`config.mk`:
```
export PLATFORM = sky130hd
export DESIGN_NAME = bis_front
export DESIGN_NICKNAME = d
export VERILOG_FILES = /design/src/bis_pkg.sv /design/src/bis_front.sv
export SDC_FILE = /design/constraint.sdc
export NUM_CORES = 1
export LEC_CHECK = 0
export BUFFER_PORTS_ARGS = -buffer_cell sky130_fd_sc_hd__clkbuf_2
export CORE_MARGIN = 1.5
export CORE_UTILIZATION = 40
export CTS_CLUSTER_DIAMETER = 150
export DETAILED_ROUTE_END_ITERATION = 8
export SETUP_SLACK_MARGIN = 0.2
export SYNTH_ARGS = -nofsm -noshare
export SYNTH_HDL_FRONTEND = slang
export SYNTH_SLANG_ARGS = --single-unit
```
`constraint.sdc`:
```
create_clock -name clock -period 5.2 [get_ports clock]
set_clock_uncertainty 0.2 [all_clocks]
set_input_delay 0.26 -clock clock [delete_from_list [all_inputs] [get_ports clock]]
set_output_delay 0.26 -clock clock [all_outputs]
set_load 0.005 [all_outputs]
```
`src/bis_pkg.sv`:
```
// Shared types, constants and state codes of the bicubic image scaler.
package bis_pkg;

   localparam int DEF_MAX_WIDTH  = 256;
   localparam int DEF_MAX_HEIGHT = 256;

   localparam int COORD_W = 12;
   localparam int IDX_W   = 13;
   localparam int SCALE_W = 13;
   localparam int DIM_W   = 9;
   localparam int CHAN_W  = 8;
   localparam int PIX_W   = 3 * CHAN_W;
   localparam int QUOT_W  = COORD_W + 16;
   localparam int WGT_W   = 17;
   localparam int CSR_AW  = 2;

   localparam logic [CSR_AW-1:0] REG_SCALE_Q8   = 2'd0;
   localparam logic [CSR_AW-1:0] REG_SRC_WIDTH  = 2'd1;
   localparam logic [CSR_AW-1:0] REG_SRC_HEIGHT = 2'd2;

   localparam logic OP_LOAD    = 1'b0;
   localparam logic OP_COMPUTE = 1'b1;

   typedef struct packed {
      logic                 op;
      logic                 in_store;
      logic [COORD_W-1:0]   col;
      logic [COORD_W-1:0]   row;
      logic [PIX_W-1:0]     pix;
   } cmd_type;

   typedef struct packed {
      logic                 we;
      logic [CSR_AW-1:0]    addr;
      logic [SCALE_W-1:0]   wdata;
   } csr_type;

   typedef enum logic [2:0] {
      ST_IDLE,
      ST_LIMIT,
      ST_CHECK,
      ST_DIV,
      ST_WEIGHT,
      ST_ACC,
      ST_ROUND,
      ST_DONE
   } back_state_type;

endpackage

```
`src/bis_front.sv`:
```
// Front end: takes input beats, classifies loads and queues commands for the back end.
module bis_front import bis_pkg::*; #(
   parameter int MAX_WIDTH  = DEF_MAX_WIDTH,
   parameter int MAX_HEIGHT = DEF_MAX_HEIGHT
) (
   input  logic        clock,
   input  logic        reset,
   input  logic        in_valid,
   output logic        in_ready,
   input  logic        in_op,
   input  logic [47:0] in_data,
   output logic        cmd_valid,
   output cmd_type     cmd,
   input  logic        cmd_pop
);

   cmd_type     entry_ff [2];
   logic        wr_ptr_ff, wr_ptr_in;
   logic        rd_ptr_ff, rd_ptr_in;
   logic [1:0]  count_ff, count_in;
   logic        push;
   cmd_type     new_cmd;

   always_comb begin
      new_cmd.op  = in_op;
      new_cmd.col = in_data[COORD_W-1:0];
      new_cmd.row = in_data[2*COORD_W-1:COORD_W];
      new_cmd.pix = in_data[2*COORD_W+PIX_W-1:2*COORD_W];
      // Loads that fall outside the store are marked here and dropped later.
      new_cmd.in_store = ({1'b0, new_cmd.col} < IDX_W'(MAX_WIDTH)) &&
                         ({1'b0, new_cmd.row} < IDX_W'(MAX_HEIGHT));
   end

   assign in_ready  = (count_ff != 2'd2);
   assign push      = in_valid && in_ready;
   assign cmd_valid = (count_ff != 2'd0);
   assign cmd       = entry_ff[rd_ptr_ff];

   always_comb begin
      wr_ptr_in = wr_ptr_ff ^ push;
      rd_ptr_in = rd_ptr_ff ^ cmd_pop;
      count_in  = count_ff + 2'(push) - 2'(cmd_pop);
   end

   always_ff @(posedge clock) begin
      if (reset) begin
         wr_ptr_ff <= 1'b0;
         rd_ptr_ff <= 1'b0;
         count_ff  <= 2'd0;
      end else begin
         wr_ptr_ff <= wr_ptr_in;
         rd_ptr_ff <= rd_ptr_in;
         count_ff  <= count_in;
      end
      if (push) begin
         entry_ff[wr_ptr_ff] <= new_cmd;
      end
   end

endmodule

```
### Yosys cells after proc, flatten, opt, wreduce, memory -nomap -nowiden

Memories as Yosys holds them, arrays and structs flattened. A register that Yosys moved wholly into a read port is not among the register bits.
Cells that the tools add are included.

* $lt $le $gt $ge: 2
* reductions and logical operators: 3
* mux-type cells: 3
* multiply operators: 0
* $add $sub $neg: 2
* shift operators: 0
* equal/unequal tests: 1
* bitwise gates (word level): 2
* div/mod/pow operators: 0

Operators by type and width (count)
* < comparator 12 x 9 -> 1 bit (second input constant): 2
* two-way mux 1 bit: 3
* adder 2 x 1 -> 2 bit: 1
* logical AND 1 bit: 2
* inequality test 2 bit (second input constant): 1
* nonzero test 2 bit: 1
* subtractor 2 x 1 -> 2 bit: 1
* bitwise XOR 1 bit: 2

* bits in writable memories: 100
* memory bits (read-only): 0
* output and inout bits: 52
* bits in latches: 0
* register bits after elaboration: 4
* word-level logic and storage cells: 17
* bits of input ports: 53
* memories: 1

Memories
* entry_ff: words 2, bits a word 50, rd ports 1, clocked after memory_dff 1, write ports 1, line bis_front.sv:17 `cmd_type entry_ff [2];`

### Depth between registers and ports, before layout

* depth after elaboration: 4
* depth in mapped cells: 7
* mapped depth without buffers: 7

### Worst setup path before layout

OpenSTA, ideal clock, no wires.

* kind: reg2reg
* from: register count_ff[0]
* to: memory entry_ff[1][0] (netlist bit) (enable)
* slack: 1861 ps
* path buffers: 0
* data required time: 4542 ps
* clock period less this slack: 3339 ps
* cell stages (with the launch flop): 4
* library setup time: 458 ps
* arrival: 2682 ps
* path through: dfxtp_1 nand2b_1 nand2_1 nor2_1

* longest elaborated chain between the ends: 4

Ends and longest elaborated chain
* from (decl): line bis_front.sv:20 `logic [1:0] count_ff, count_in;`
* from (signal assigned): line bis_front.sv:53 `count_ff <= count_in;`
* inequality test 2 bit: line bis_front.sv:34 `assign in_ready = (count_ff != 2'd2);`
* via in_ready: line bis_front.sv:9 `output logic in_ready,`
* logical AND 1 bit: line bis_front.sv:35 `assign push = in_valid && in_ready;`
* two-way mux 1 bit: line bis_front.sv:55 `if (push) begin`
* two-way mux 1 bit (not written as such): line bis_front.sv:56 `entry_ff[wr_ptr_ff] <= new_cmd;`
* to (decl): line bis_front.sv:17

The timed path passes the listed nets, and every way through them passes these cells.

==> flow_results.org <==
** Status
- The flow ran to the end, and the final reports show no timing, DRC or antenna violations.

** Synthesis
- By area the synthesized netlist is led by sky130_fd_sc_hd__edfxtp_1, sky130_fd_sc_hd__mux2_1, sky130_fd_sc_hd__dfxtp_1.
- Portion of synthesized cell area occupied by the leading cell type :: 78.2%
- Mapped cell area :: 0.00384 mm²
- Yosys synthesis warning count :: 0
- Average cell area after synthesis :: 20.6 µm²
- Most frequently used flop master after synthesis :: sky130_fd_sc_hd__edfxtp_1
- The synthesized design contains 104 register bits.
- Unique masters post-synth :: 20
- The cell count after synthesis came out at 186.
- Synthesis produced a netlist with a net count of 241.
- Seq/Total Area, Yosys :: 80.3%
- Cell accounting for the most synthesized area :: sky130_fd_sc_hd__edfxtp_1
- Share of async-settable or async-resettable flops after synthesis :: 0%
- Post-synth EDFFs :: 100

** Clock network
- Sink Count :: 104
- Clock tree synthesis inserted a total of 9 buffers.
- The longest clock path from root to sink contains 2 buffers.
- Clock tree from TritonCTS :: done
- Cts-stage hold buffer count :: 50
- Clock-pin slew was measured on the worst setup and hold paths at 0.10 ns.
- The clock reaches the later pin of the worst-skew pair after 0.35 ns.
- Buffer type at the clock tree root :: sky130_fd_sc_hd__clkbuf_8
- Maximum level of the CTS H-tree :: 3
- Post-CTS resize count :: 0
- Buffers added to address setup during post-CTS repair amount to 0.

** Detailed routing
- The routed design has 6990 µm of wire.
- Dividing the detail-routed wire length by the instance count gives 14.5 µm.
- Number of DRC markers after the initial detailed-route iteration :: 70
- Detailed routing inserted a total of 2201 vias.
- Number of design rule violations left after detail routing :: 0
- Count of nets left with antenna violations after detail routing :: 0
- The first detailed-routing pass took 4 iterations.
- Via density :: 4.57

** Critical path
- The critical path contains buffers and inverters numbering 2 combined.
- CP required :: 4.74 ns
- Cells along the critical path :: buf_4 > mux2_1 > clkbuf_2
- Along the worst path, the maximum fanout reaches 29.
- On the worst path, the slowest cell contributes a delay of 0.72 ns.
- Crit path max-delay family :: flip-flops
- The worst setup path is launched from a register.
- For this design, the slowest cell found on the critical path is sky130_fd_sc_hd__dfxtp_2.
- Data arrival time of the critical path :: 2.07 ns
- The worst setup path is captured at a primary output.
- Type of the worst setup path :: register to primary output

** Floorplan
- I/O pin count :: 105
- Die height :: 101 µm
- The floorplan step defined a die boundary enclosing 0.0102 mm².
- In this run the core area contains 35 standard-cell rows.
- In this run the standard cell core region covers 0.00928 mm².
- Initial Util :: 41.4%
- Width of the chip :: 101 µm

** Global routing
- First-pass GRT wire length :: 10700 µm
- Global routing consumed, over all layers together, 14.2% of the routing resources.
- Antenna violations before repair :: 0
- Pin count of the biggest net entering global routing :: 35
- Vias in the first global route :: 2287
- Summed over all layers, the global routing overflow is 0.

** Power
- Leak :: 1.98 nW
- Total power per unit cell area :: 336 mW/mm²
- Worst ir drop on vdd :: 0.156 mV
- Total power of the final layout :: 1.75 mW

** STA
- Setup repair after global routing left no endpoint under its margin.
- The final hold violation count was 0.
- After layout, the worst path uses 48.7% of the clock period.
- Worst slew pin tran :: 0.657 ns
- Setup TNS :: 0 ns
- In this run the tightest slew margin relative to its limit is 56.1%.
- Derived from the worst setup path, the maximum achievable clock frequency is 395 MHz.
- Setup violations remaining at the end of the flow were counted as 0.
- Number of max-slew violations in the final report :: 0
- Final worst path period need :: 2.53 ns
- Worst Setup Slack, final :: 2.67 ns

** Min path
- Kind of path behind the tightest hold check :: primary input to register

** Final layout
- Leading cell types in the layout, fill and taps excluded :: sky130_fd_sc_hd__clkbuf_2, sky130_fd_sc_hd__edfxtp_1, sky130_fd_sc_hd__dlygate4sd3_1, sky130_fd_sc_hd__mux2_1, sky130_fd_sc_hd__clkbuf_8
- Final core area utilization :: 56.1%
- The net count of the finished layout is 403.
- Of the cells placed in the final design, the portion with a size suffix greater than 1 is 36.3%.
- Non-filler instance count after layout :: 482
- Most common cell after layout, fill and taps aside :: sky130_fd_sc_hd__clkbuf_2
- The area growth from synthesis to layout is 35.6%.
- Total inserted antenna cells :: 0

** Placed design
- After detailed placement, the design holds a cell count of 416.
- Detailed placement ended at an HPWL of 4170 µm.
- At the placement stage, the worst setup path has a slack of 2.95 ns.
- Count of buffers from port buffering :: 104
- The congestion estimate from routability-driven global placement came to 0.734.

** Flow run
- Number of violations of the max-capacitance limit :: 0
## final timing paths
path / end / start / cells after the start / slack (ns)
worst min-delay path: rd_ptr_ff$_SDFF_PP0_ / cmd_pop / 3 / 0.02
worst min register to register: count_ff[1]$_SDFF_PP0_ / count_ff[1]$_SDFF_PP0_ / 2 / 0.40
worst max-delay path: cmd[39] / rd_ptr_ff$_SDFF_PP0_ / 3 / 2.67
worst max register to register: entry_ff[0][19]$_DFFE_PP_ / count_ff[0]$_SDFF_PP0_ / 5 / 2.99
## stage by stage
stage | hold WS [ns] | area [µm²]
after floorplan | 0.127 | 3840
after global placement | 0.249 | 4530
after detailed placement | 0.255 | 4530
after CTS | 0.00566 | 5210
after global routing | 0.0175 | 5210
final | 0.0223 | 5210
## flip-flops by register name, indices dropped and copies added, names as in the netlist
register   count
entry_ff     100
count_ff       2
rd_ptr_ff      1
wr_ptr_ff      1
## report_power, final
part / total [mW] / switching, mW / internal, mW
clock: 0.452 / 0.274 / 0.179
sequential: 1.04 / 0.0242 / 1.02
combinational: 0.260 / 0.130 / 0.130
total: 1.75 / 0.428 / 1.32
## per-layer routing
layer	share of wire [%]	global-route usage, %	routed length [µm]
met1	42	16.5	2910
met4	1.8	6.09	125
met5	0	0	0
met2	52	24.8	3640
met3	4.4	3.68	310
## worst reg2reg max path: stages (launching register included)
cell and delay [ns]:
sky130_fd_sc_hd__dfxtp_1 0.37, sky130_fd_sc_hd__nand2b_1 0.13, sky130_fd_sc_hd__nand2_1 0.13, sky130_fd_sc_hd__inv_1 0.09, sky130_fd_sc_hd__ha_2 0.44, sky130_fd_sc_hd__buf_4 0.49
## area by class of cell
cell class                 count  area, µm²
fill                         762       4080
multi-input combinational     71        719
inverter                       5       18.8
tap                          129        161
clock buffer                   9        124
timing repair buffer         157       1040
clock inverter                 7       57.6
sequential                   104       3080
## cells by family (layout without fill, tap and decap cells)
kind of cell             count (synthesis)  in the layout  synth area share (%)
adder cells (fa/ha/maj)                  2              2                 0.652
AO/OA/AOI/OAI                            2              2                 0.424
flip-flops                             104            104                  80.3
XOR/XNOR                                 2              2                 0.456
AND/OR/NAND/NOR                         15             15                  2.28
multiplexers                            50             50                  14.7
buffers and inverters                   11            178                  1.24
## synth_stat cells (all sizes together), types with 2 or more instances
master  instances
edfxtp        100
inv             5
or4             2
ha              2
buf             5
mux2           50
dfxtp           4
nor2            5
xnor2           2
nand4           2
Power figures use the tool's default switching activity.
